### src/rtl/dpac_pkg.sv
// shared types and constants of the airspeed conversion datapath
package dpac_pkg;

  // configuration port
  localparam int unsigned CfgDataW = 32;
  localparam int unsigned CfgIdxW  = 2;

  localparam logic [CfgIdxW-1:0] CfgPressureScale  = 2'd0;
  localparam logic [CfgIdxW-1:0] CfgPressureOffset = 2'd1;
  localparam logic [CfgIdxW-1:0] CfgAirspeedScale  = 2'd2;

  localparam logic [31:0] PressureScaleRst  = 32'd17651662;
  localparam logic [31:0] PressureOffsetRst = 32'd2206322;
  localparam logic [15:0] AirspeedScaleRst  = 16'd6688;

  // field and datapath widths
  localparam int unsigned StatusW = 2;
  localparam int unsigned PRawW   = 14;
  localparam int unsigned ScaleW  = 32;
  localparam int unsigned ProdW   = 46;
  localparam int unsigned FracDrop = 16;
  localparam int unsigned ScaledW = ProdW - FracDrop;
  localparam int unsigned PressW  = 32;
  localparam int unsigned PPosW   = 30;
  localparam int unsigned TRawW   = 11;
  localparam int unsigned TMulW   = 22;
  localparam int unsigned TempW   = 12;
  localparam int unsigned AsW     = 16;
  localparam int unsigned RadW    = 46;
  localparam int unsigned RootW   = RadW / 2;
  localparam int unsigned RemW    = RootW + 3;
  localparam int unsigned AirW    = 22;
  localparam int unsigned SqrtSteps = RootW;

  localparam logic [StatusW-1:0] StatusGood = 2'd0;
  localparam logic [TMulW-1:0]   TempGain   = 22'd2000;
  localparam logic [TempW-1:0]   TempDiv    = 12'd2047;
  localparam logic [TempW-1:0]   TempDiv2   = 12'd4094;
  localparam logic [TempW-1:0]   TempBias   = 12'd500;
  localparam logic [ProdW-1:0]   RoundHalf  = 46'd32768;
  localparam logic [PressW-1:0]  PressMin   = 32'h8000_0000;

  typedef struct packed {
    logic [ScaleW-1:0] press_gain;
    logic [31:0]       press_bias;
    logic [AsW-1:0]    speed_gain;
  } cfg_t;

  typedef struct packed {
    logic [7:0] status_pressure_high;
    logic [7:0] pressure_low;
    logic [7:0] temp_high;
    logic [7:0] temp_low;
  } in_beat_t;

  typedef struct packed {
    logic                     valid_res;
    logic [StatusW-1:0]       sensor_status;
    logic signed [PressW-1:0] press_q8;
    logic signed [TempW-1:0]  temperature;
    logic [AirW-1:0]          airspeed;
  } out_beat_t;

  // values that ride along the square root pipeline
  typedef struct packed {
    logic [StatusW-1:0] status;
    logic [PressW-1:0]  pressure;
    logic [TempW-1:0]   temp;
  } side_t;

  typedef struct packed {
    side_t           side;
    logic [RadW-1:0] rad;
  } mid_beat_t;

endpackage

### src/rtl/dpac_stream_if.sv
// valid/ready stream channel carrying one beat type
interface dpac_stream_if #(parameter type beat_t = logic);
  logic  valid;
  logic  ready;
  beat_t data;

  modport source (output valid, output data, input ready);
  modport sink   (input valid, input data, output ready);
endinterface

### src/rtl/dpac_conv.sv
// front stages: pressure scaling, temperature conversion, radicand product
module dpac_conv (
  input  logic              clk_i,
  input  logic              rst_ni,
  input  dpac_pkg::cfg_t    cfg_i,
  dpac_stream_if.sink       in_i,
  dpac_stream_if.source     mid_o
);

  // stage 1: raw products
  logic                               v1_q, v1_d;
  logic [dpac_pkg::StatusW-1:0]       st1_q;
  logic [dpac_pkg::ProdW-1:0]         prod1_q, prod1_d;
  logic [dpac_pkg::TMulW-1:0]         tmul1_q, tmul1_d;
  logic [dpac_pkg::PRawW-1:0]         p_raw;
  logic [dpac_pkg::TRawW-1:0]         t_raw;

  // stage 2: pressure and temperature
  logic                               v2_q, v2_d;
  logic [dpac_pkg::StatusW-1:0]       st2_q;
  logic [dpac_pkg::PressW-1:0]        p2_q, p2_d;
  logic [dpac_pkg::TempW-1:0]         temp2_q, temp2_d;
  logic [dpac_pkg::ProdW-1:0]         rnd_sum;
  logic [dpac_pkg::ScaledW-1:0]       scaled;
  logic [dpac_pkg::PressW:0]          p_diff;
  logic [dpac_pkg::TRawW-1:0]         q0;
  logic [dpac_pkg::TempW-1:0]         r0, q_fix;

  // stage 3: radicand
  logic                               v3_q, v3_d;
  dpac_pkg::side_t                    side3_q;
  logic [dpac_pkg::RadW-1:0]          rad3_q, rad3_d;
  logic [dpac_pkg::PPosW-1:0]         p_pos;

  logic rdy1, rdy2, rdy3;

  assign rdy3 = !v3_q || mid_o.ready;
  assign rdy2 = !v2_q || rdy3;
  assign rdy1 = !v1_q || rdy2;
  assign in_i.ready = rdy1;

  assign v1_d = rdy1 ? in_i.valid : v1_q;
  assign v2_d = rdy2 ? v1_q : v2_q;
  assign v3_d = rdy3 ? v2_q : v3_q;

  always_comb begin
    p_raw   = {in_i.data.status_pressure_high[5:0], in_i.data.pressure_low};
    t_raw   = {in_i.data.temp_high, in_i.data.temp_low[7:5]};
    prod1_d = dpac_pkg::ProdW'(p_raw) * dpac_pkg::ProdW'(cfg_i.press_gain);
    tmul1_d = dpac_pkg::TMulW'(t_raw) * dpac_pkg::TempGain;
  end

  always_comb begin
    // round q.24 to q.8, subtract offset, clamp at the negative end
    rnd_sum = prod1_q + dpac_pkg::RoundHalf;
    scaled  = rnd_sum[dpac_pkg::ProdW-1:dpac_pkg::FracDrop];
    p_diff  = {3'b000, scaled} - {1'b0, cfg_i.press_bias};
    if (p_diff[dpac_pkg::PressW] && !p_diff[dpac_pkg::PressW-1]) begin
      p2_d = dpac_pkg::PressMin;
    end else begin
      p2_d = p_diff[dpac_pkg::PressW-1:0];
    end
    // divide by 2047 using 2048 = 1 mod 2047
    q0 = tmul1_q[dpac_pkg::TMulW-1:dpac_pkg::TRawW];
    r0 = {1'b0, tmul1_q[dpac_pkg::TRawW-1:0]} + {1'b0, q0};
    if (r0 >= dpac_pkg::TempDiv2) begin
      q_fix = {1'b0, q0} + 12'd2;
    end else if (r0 >= dpac_pkg::TempDiv) begin
      q_fix = {1'b0, q0} + 12'd1;
    end else begin
      q_fix = {1'b0, q0};
    end
    temp2_d = q_fix - dpac_pkg::TempBias;
    if (st1_q != dpac_pkg::StatusGood) begin
      p2_d    = '0;
      temp2_d = '0;
    end
  end

  always_comb begin
    if (!p2_q[dpac_pkg::PressW-1] && (p2_q != '0)) begin
      p_pos = p2_q[dpac_pkg::PPosW-1:0];
    end else begin
      p_pos = '0;
    end
    rad3_d = dpac_pkg::RadW'(p_pos) * dpac_pkg::RadW'(cfg_i.speed_gain);
  end

  always_ff @(posedge clk_i or negedge rst_ni) begin
    if (!rst_ni) begin
      v1_q <= 1'b0;
      v2_q <= 1'b0;
      v3_q <= 1'b0;
    end else begin
      v1_q <= v1_d;
      v2_q <= v2_d;
      v3_q <= v3_d;
    end
  end

  always_ff @(posedge clk_i) begin
    if (rdy1 && in_i.valid) begin
      st1_q   <= in_i.data.status_pressure_high[7:6];
      prod1_q <= prod1_d;
      tmul1_q <= tmul1_d;
    end
    if (rdy2 && v1_q) begin
      st2_q   <= st1_q;
      p2_q    <= p2_d;
      temp2_q <= temp2_d;
    end
    if (rdy3 && v2_q) begin
      side3_q.status   <= st2_q;
      side3_q.pressure <= p2_q;
      side3_q.temp     <= temp2_q;
      rad3_q           <= rad3_d;
    end
  end

  assign mid_o.valid     = v3_q;
  assign mid_o.data.side = side3_q;
  assign mid_o.data.rad  = rad3_q;

endmodule

### src/rtl/dpac_isqrt.sv
// pipelined integer square root, one root bit per stage, with side payload
module dpac_isqrt (
  input  logic          clk_i,
  input  logic          rst_ni,
  dpac_stream_if.sink   mid_i,
  dpac_stream_if.source out_o
);

  localparam int unsigned Steps = dpac_pkg::SqrtSteps;

  logic [Steps-1:0]             vld_q;
  logic [Steps-1:0]             rdy;
  logic [dpac_pkg::RadW-1:0]    rad_q  [Steps];
  logic [dpac_pkg::RemW-1:0]    rem_q  [Steps];
  logic [dpac_pkg::RootW-1:0]   root_q [Steps];
  dpac_pkg::side_t              side_q [Steps];

  for (genvar k = 0; k < Steps; k++) begin : g_stage
    logic [dpac_pkg::RadW-1:0]  rad_s;
    logic [dpac_pkg::RemW-1:0]  rem_s;
    logic [dpac_pkg::RootW-1:0] root_s;
    dpac_pkg::side_t            side_s;
    logic                       vld_s;
    logic [dpac_pkg::RemW-1:0]  acc, trial, rem_d;
    logic [dpac_pkg::RootW-1:0] root_d;

    if (k == 0) begin : g_head
      assign rad_s  = mid_i.data.rad;
      assign rem_s  = '0;
      assign root_s = '0;
      assign side_s = mid_i.data.side;
      assign vld_s  = mid_i.valid;
    end else begin : g_body
      assign rad_s  = rad_q[k-1];
      assign rem_s  = rem_q[k-1];
      assign root_s = root_q[k-1];
      assign side_s = side_q[k-1];
      assign vld_s  = vld_q[k-1];
    end

    if (k == Steps - 1) begin : g_tail
      assign rdy[k] = !vld_q[k] || out_o.ready;
    end else begin : g_link
      assign rdy[k] = !vld_q[k] || rdy[k+1];
    end

    always_comb begin
      // bring down the next two radicand bits, try root*4+1
      acc   = {rem_s[dpac_pkg::RemW-3:0], rad_s[dpac_pkg::RadW-1 -: 2]};
      trial = {1'b0, root_s, 2'b01};
      if (acc >= trial) begin
        rem_d  = acc - trial;
        root_d = {root_s[dpac_pkg::RootW-2:0], 1'b1};
      end else begin
        rem_d  = acc;
        root_d = {root_s[dpac_pkg::RootW-2:0], 1'b0};
      end
    end

    always_ff @(posedge clk_i or negedge rst_ni) begin
      if (!rst_ni) begin
        vld_q[k] <= 1'b0;
      end else if (rdy[k]) begin
        vld_q[k] <= vld_s;
      end
    end

    always_ff @(posedge clk_i) begin
      if (rdy[k] && vld_s) begin
        rad_q[k]  <= rad_s << 2;
        rem_q[k]  <= rem_d;
        root_q[k] <= root_d;
        side_q[k] <= side_s;
      end
    end
  end

  assign mid_i.ready = rdy[0];

  // result beat straight from the last stage, root clamped to the field range
  assign out_o.valid              = vld_q[Steps-1];
  assign out_o.data.valid_res     = (side_q[Steps-1].status == dpac_pkg::StatusGood);
  assign out_o.data.sensor_status = side_q[Steps-1].status;
  assign out_o.data.press_q8      = side_q[Steps-1].pressure;
  assign out_o.data.temperature   = side_q[Steps-1].temp;
  assign out_o.data.airspeed      = root_q[Steps-1][dpac_pkg::RootW-1] ? '1 :
                                    root_q[Steps-1][dpac_pkg::AirW-1:0];

endmodule

### src/rtl/diff_pressure_airspeed_convert_core.sv
// top level: configuration registers and the frame-to-airspeed pipeline
//
// Converts one 4-byte differential pressure sensor frame per beat into a
// result beat: valid flag, raw status, pressure (signed Q24.8 Pa),
// temperature (0.1 degC) and airspeed (unsigned Q12.10 m/s).
// in_i and out_o are valid/ready channels; a beat moves when both are high.
// Configuration: cfg_we_i writes cfg_data_i into the register selected by
// cfg_idx_i (0 pressure scale, 1 pressure offset, 2 airspeed scale); other
// indexes are dropped. Write only while no frame is in flight.
// Three front stages (scale multiply, offset and divide-by-2047, radicand
// multiply) and 23 square root stages, one root bit each, make up the
// pipeline. It takes one frame per cycle unless out_o stalls; every stage
// keeps a valid bit and loads when it is empty or its successor moves, so
// bubbles close up. When out_o stalls, the last stage holds its beat and
// upstream stages keep filling; in_i drops ready only once the whole
// pipeline is full. Reset empties the pipeline and loads the default scale,
// offset and airspeed factor.
module diff_pressure_airspeed_convert_core (
  input  logic                             clk_i,
  input  logic                             rst_ni,
  input  logic                             cfg_we_i,
  input  logic [dpac_pkg::CfgIdxW-1:0]     cfg_idx_i,
  input  logic [dpac_pkg::CfgDataW-1:0]    cfg_data_i,
  dpac_stream_if.sink                      in_i,
  dpac_stream_if.source                    out_o
);

  dpac_pkg::cfg_t cfg_q;

  // interface between the front stages and the square root pipeline
  dpac_stream_if #(.beat_t(dpac_pkg::mid_beat_t)) mid_ch ();

  // register writes, out-of-range index ignored
  always_ff @(posedge clk_i or negedge rst_ni) begin
    if (!rst_ni) begin
      cfg_q.press_gain <= dpac_pkg::PressureScaleRst;
      cfg_q.press_bias <= dpac_pkg::PressureOffsetRst;
      cfg_q.speed_gain <= dpac_pkg::AirspeedScaleRst;
    end else if (cfg_we_i) begin
      unique case (cfg_idx_i)
        dpac_pkg::CfgPressureScale:  cfg_q.press_gain <= cfg_data_i;
        dpac_pkg::CfgPressureOffset: cfg_q.press_bias <= cfg_data_i;
        dpac_pkg::CfgAirspeedScale:  cfg_q.speed_gain <= cfg_data_i[15:0];
        default: ;
      endcase
    end
  end

  // scaling, temperature and radicand
  dpac_conv u_conv (
    .clk_i  (clk_i),
    .rst_ni (rst_ni),
    .cfg_i  (cfg_q),
    .in_i   (in_i),
    .mid_o  (mid_ch.source)
  );

  // square root and result beat
  dpac_isqrt u_isqrt (
    .clk_i  (clk_i),
    .rst_ni (rst_ni),
    .mid_i  (mid_ch.sink),
    .out_o  (out_o)
  );

  // a bad status must zero every value all the way down the pipe
  assert property (@(posedge clk_i) disable iff (!rst_ni)
    out_o.valid && !out_o.data.valid_res |->
      out_o.data.press_q8 == '0 && out_o.data.temperature == '0 &&
      out_o.data.airspeed == '0)
    else $error("invalid frame produced nonzero values");

  // airspeed only from a positive pressure
  assert property (@(posedge clk_i) disable iff (!rst_ni)
    out_o.valid && out_o.data.airspeed != '0 |->
      out_o.data.press_q8 > 0)
    else $error("airspeed without positive pressure");

  // temperature stays in its conversion range
  assert property (@(posedge clk_i) disable iff (!rst_ni)
    out_o.valid |->
      out_o.data.temperature >= -12'sd500 && out_o.data.temperature <= 12'sd1500)
    else $error("temperature out of range");

  // a sink that takes beats keeps the whole pipeline moving
  assert property (@(posedge clk_i) disable iff (!rst_ni)
    out_o.ready |-> in_i.ready)
    else $error("input stalled while output drains");

endmodule

### src/flat_wrapper.sv
// flat-port wrapper written by rule: the top's interface ports become plain ports
module diff_pressure_airspeed_convert_core_flat import dpac_pkg::*;
  (clk_i, rst_ni, cfg_we_i, cfg_idx_i, cfg_data_i, in_i_valid, in_i_data, in_i_ready, out_o_valid, out_o_data, out_o_ready);
  dpac_stream_if #(.beat_t(in_beat_t)) in_i_i ();
  dpac_stream_if #(.beat_t(out_beat_t)) out_o_i ();
  input  logic clk_i;
  input  logic rst_ni;
  input  logic cfg_we_i;
  input  logic [dpac_pkg::CfgIdxW-1:0] cfg_idx_i;
  input  logic [dpac_pkg::CfgDataW-1:0] cfg_data_i;
  input wire logic [$bits(in_i_i.valid)-1:0] in_i_valid;
  input wire logic [$bits(in_i_i.data)-1:0] in_i_data;
  output wire logic [$bits(in_i_i.ready)-1:0] in_i_ready;
  output wire logic [$bits(out_o_i.valid)-1:0] out_o_valid;
  output wire logic [$bits(out_o_i.data)-1:0] out_o_data;
  input wire logic [$bits(out_o_i.ready)-1:0] out_o_ready;
  assign in_i_i.valid = in_i_valid;
  assign in_i_i.data = in_i_data;
  assign in_i_ready = in_i_i.ready;
  assign out_o_valid = out_o_i.valid;
  assign out_o_data = out_o_i.data;
  assign out_o_i.ready = out_o_ready;
  diff_pressure_airspeed_convert_core u_core (.clk_i(clk_i), .rst_ni(rst_ni), .cfg_we_i(cfg_we_i), .cfg_idx_i(cfg_idx_i), .cfg_data_i(cfg_data_i), .in_i(in_i_i), .out_o(out_o_i));
endmodule
### config.mk
export PLATFORM = sky130hd
export DESIGN_NAME = diff_pressure_airspeed_convert_core_flat
export DESIGN_NICKNAME = d
export VERILOG_FILES = /design/src/rtl/dpac_pkg.sv /design/src/rtl/dpac_stream_if.sv /design/src/rtl/dpac_conv.sv /design/src/rtl/dpac_isqrt.sv /design/src/rtl/diff_pressure_airspeed_convert_core.sv /design/src/flat_wrapper.sv
export SDC_FILE = /design/constraint.sdc
export NUM_CORES = 2
export LEC_CHECK = 0
export BUFFER_PORTS_ARGS = -buffer_cell sky130_fd_sc_hd__buf_2
export CAP_MARGIN = 5
export CORE_MARGIN = 2
export CORE_UTILIZATION = 55
export DETAILED_ROUTE_END_ITERATION = 10
export GPL_ROUTABILITY_DRIVEN = 0
export GPL_TIMING_DRIVEN = 0
export PLACE_DENSITY = 0.71
export REMOVE_ABC_BUFFERS = 1
export SLEW_MARGIN = 20
export SYNTH_ARGS = -nofsm -noshare
export SYNTH_HDL_FRONTEND = slang
export SYNTH_HIERARCHICAL = 1
export SYNTH_SLANG_ARGS = --single-unit
### constraint.sdc
create_clock -name clk_i -period 13.47 [get_ports clk_i]
set_input_delay 2.0205 -clock clk_i [delete_from_list [all_inputs] [get_ports clk_i]]
set_output_delay 2.0205 -clock clk_i [all_outputs]
set_load 0.05 [all_outputs]
==> impl_summary.md <==
Critical path
The slowest stage cell on the critical path is a2111oi_1. On the worst path, the slowest cell contributes a delay of 1.01 ns. By startpoint and endpoint, the worst setup path is classified as flip-flop to flip-flop. In this design, the critical path's most frequently occurring cell is fa_1. For the worst setup path, the data required time is around 14 ns. The worst setup path is launched from a flip-flop.

The data arrival time of the critical path is 10.64 ns. Along the worst path, the maximum fanout reaches 56. The endpoint class of the critical path is a flip-flop.

Power and ir drop
The post-layout total power is 39.75 mW. The maximum resistive drop on vdd is 0.7335 mV. For this design the ratio of total power to cell area is 268.0 mW/mm². The leakage component of the power is 59.85 nW.

Synthesis
Yosys mapped a number of flops with a built-in enable equal to between 2000 and 3000. The number of synthesized register bits is 2632. The fraction of post-synthesis cell area in the top cell type by area is 0.5652.

By area, the combinational part of the netlist is dominated by adder cells. Of the total synthesized cell area, the portion taken by AND, OR, NAND and NOR gates is 0.09699. Synthesis produced 9943 cells. The synthesized design spends more area on one cell type than any other, namely edfxtp_1. Of the synthesized area, sequential elements account for 0.5852.

Among all flip-flop cells after synthesis, the most frequent one is edfxtp_1. The fraction of the mapped netlist area in compound gates is 0.05836. The mapped netlist covers 0.1342 mm².

The mean area per synthesized cell is roughly 13 µm². For this run, asynchronously set or reset flops after synthesis account for 0.04027. Counting distinct cell types in the post-synthesis netlist gives between 100 and 150.

Of the total synthesized cell area, the portion taken by full adders, half adders and majority gates is 0.1736. The multiplexer share of the synthesized area is 0.01150. For this run, the number of Yosys warnings is 6. By area the synthesized netlist is led by edfxtp_1, fa_1, ha_1. The post-synthesis xor/xnor area fraction is 0.03407.

STA
The hold violation total from the final report is 0. Setup repair after global routing left no endpoint under its margin. Between clock sinks in the finished design, the worst skew comes to 0.06559 ns. Headroom to the max-slew limit came out at 0.2370. The fmax is 0.09954 GHz. For the finished layout, the period the worst path requires is 10.05 ns.

The period utilization is 0.7458. Setup violations remaining at the end of the flow were counted as 0. After layout, the worst setup slack is 3.424 ns.

The number of pins with negative max-slew slack in the final report was 0. The transition time at the pin with the least slew margin is 1.142 ns. The post-route setup TNS is 0 ns.

Finish
The post-synthesis to final-layout area growth is 10.55%. In the final layout, the share of cells above drive strength 1 is 0.08909. In the layout the commonest cells are edfxtp_1, inv_1, nand2_1, fa_1, ha_1. The number of nets in the final layout is 11640.

The post-route core utilization is 0.6105. The library cell used most frequently in the layout, excluding fill and tap cells, is edfxtp_1. Excluding fillers, the count of instances in the completed layout stands at approximately 14000.

Placed design
The number of port buffers is 136. Timing analysis after detailed placement gives a worst setup slack of 3.673 ns. The number of placed cells counting well taps is 13100. After legalization and detailed placement, the total HPWL measured between 150000 and 200000 µm.

Hold path
In this run the worst hold path is classified as flip-flop to flip-flop.

Route
For this block, the initial DRC count from the detailed router was 4908. The total detailed-routing wirelength is 256100 µm. The DRC violation count after routing is 0. The post-detailed-route count of antenna-violating nets is 0. Dividing the detail-routed wire length by the instance count gives 18.86 µm. The total number of vias is 76030. Dividing the detail-routed via count by the number of cells gives 5.599. The number of detailed-route iterations in the first pass is 8.

Clock network
The tree is rooted in a clkbuf_16. The H-tree depth is 5. Hold repair after CTS inserted 0 buffers. The number of sinks handled by clock tree synthesis is 2632. The number of setup buffers added after CTS is 0. The number of gates resized after CTS was 0. Clock tree synthesis inserted a total of 275 buffers. In this run the deepest clock path goes through 4 buffers. TritonCTS built the clock tree. The clock latency on the worst-skew pair is 0.92 ns. The clock-pin slew on the worst setup and hold paths is 0.06 ns.

Global route
In the global route stage, overall resource usage came out at 0.2078. Entering global routing, the biggest net connects 69 pins. The number of global-route vias before repair is 79780. The global-route wire length before repair is around 410000 µm. The total overflow left after global routing is 0.

The initial antenna violation count is 6.

Floorplanning
The I/O pin total is 142. The initial utilization of the core area, before any placement, comes to 0.5523. The floorplan step defined a core boundary enclosing 0.2430 mm². The vertical die dimension is between 400 and 500 µm. The initialized floorplan defines 181 standard-cell rows. The floorplan step set the die width to between 400 and 500 µm.

The die footprint is around 0.25 mm².

Run
Max-cap violations in this run came to 0.

Run status
The run finished with clean final reports.
[cell usage after synthesis, drive strengths merged, types with 18 or more instances]
cell    instances
ha            611
nor4           71
a21oi         333
clkbuf        246
and2          246
buf            21
nor2b          60
nor2          348
xnor2         294
inv          1158
a31oi          29
fa            782
o211ai         28
edfxtp       2526
nand2b         91
nand4          77
nand3b         23
o21a           88
or3            71
o21bai         34
xor2          228
nor3          161
a211oi         54
nand3         117
or4            29
o21ai         299
dfrtp          78
a21boi         21
a21o          151
o31ai          46
mux2          129
or2            65
dfstp          28
a31o           18
and3          247
nand2         947
[critical path, delay by kind of cell, from the launching register on]
family          cells  cell delay, ns
fa+ha+maj           7            3.54
simple gates        8            2.32
buf+inv             4            0.43
flops               1            0.85
compound gates      6            2.46
xor+xnor            1            0.15
[through the flow]
| step | instance area, µm² | hold WS, ns |
|---|---|---|
| 2_1_floorplan | 133200 | 0.4003 |
| 3_3_place_gp | 137800 | 0.4002 |
| 3_5_place_dp | 139800 | 0.4045 |
| 4_1_cts | 148300 | 0.3699 |
| 5_1_grt | 148400 | 0.3707 |
| 6_report | 148400 | 0.3746 |
[state kept, by name, summed over array words and instances (netlist names), 22 cells and up]
register,flops
u_core/u_isqrt/side_q,1058
u_core/cfg_q,80
u_core/u_isqrt/rem_q,497
u_core/u_isqrt/rad_q,506
u_core/u_isqrt/root_q,276
u_core/u_conv/mid_o.data,46
u_core/u_isqrt/g_stage.vld_s,22
u_core/u_conv/prod1_q,31
u_core/u_conv/p2_q,32
u_core/u_conv/rad3_q,46
[per-layer routing]
metal | wire, µm | GRT usage | vias up
li1 | - | - | 35260
met5 | 27 | 0 | -
met2 | 129200 | 0.3605 | 2415
met4 | 13670 | 0.1074 | 4
met1 | 99600 | 0.2519 | 37620
met3 | 13590 | 0.03170 | 728
[logic make-up after synthesis]
group,after synthesis
flip-flops,2632
AND/OR/NAND/NOR,2611
buffers and inverters,1425
adder cells (fa/ha/maj),1393
AO/OA/AOI/OAI,1221
XOR/XNOR,522
multiplexers,138
other,1
[where the power goes]
| part | internal, mW | leakage, nW | total (mW) | switching, mW |
|---|---|---|---|---|
| Clock | 4.22 | 4.14 | 7.14 | 2.91 |
| Sequential | 11.4 | 25.7 | 12.4 | 0.905 |
| Combinational | 8.49 | 30.0 | 20.3 | 11.8 |
| Total | 24.2 | 59.9 | 39.8 | 15.6 |
[area by class of cell]
cell class                      instances  area [µm²]
Sequential cell                      2632       78550
Antenna cell                            5       12.51
Tap cell                             3202        4006
Timing Repair Buffer                  226        2480
Clock inverter                        135        1219
Clock buffer                          335        7263
Inverter                             1158        4347
Multi-Input combinational cell       5886       50480
Fill cell                           17880       94640
[final timing paths]
kind,start,slack (ns),depth (start not counted),endpoint
min,u_core/u_isqrt/side_q[2][20],0.37,0,u_core/u_isqrt/side_q[3][20]
max,u_core/u_conv/p2_q[0],3.42,26,u_core/u_conv/rad3_q[42]
max reg2reg,u_core/u_conv/p2_q[0],3.42,26,u_core/u_conv/rad3_q[42]
max in group asynchronous,rst_ni,11.64,2,u_core/cfg_q[17]
min reg2reg,u_core/u_isqrt/side_q[2][20],0.37,0,u_core/u_isqrt/side_q[3][20]
min in group asynchronous,rst_ni,1.04,1,u_core/cfg_q[70]
(Power assumes the default switching activity.)
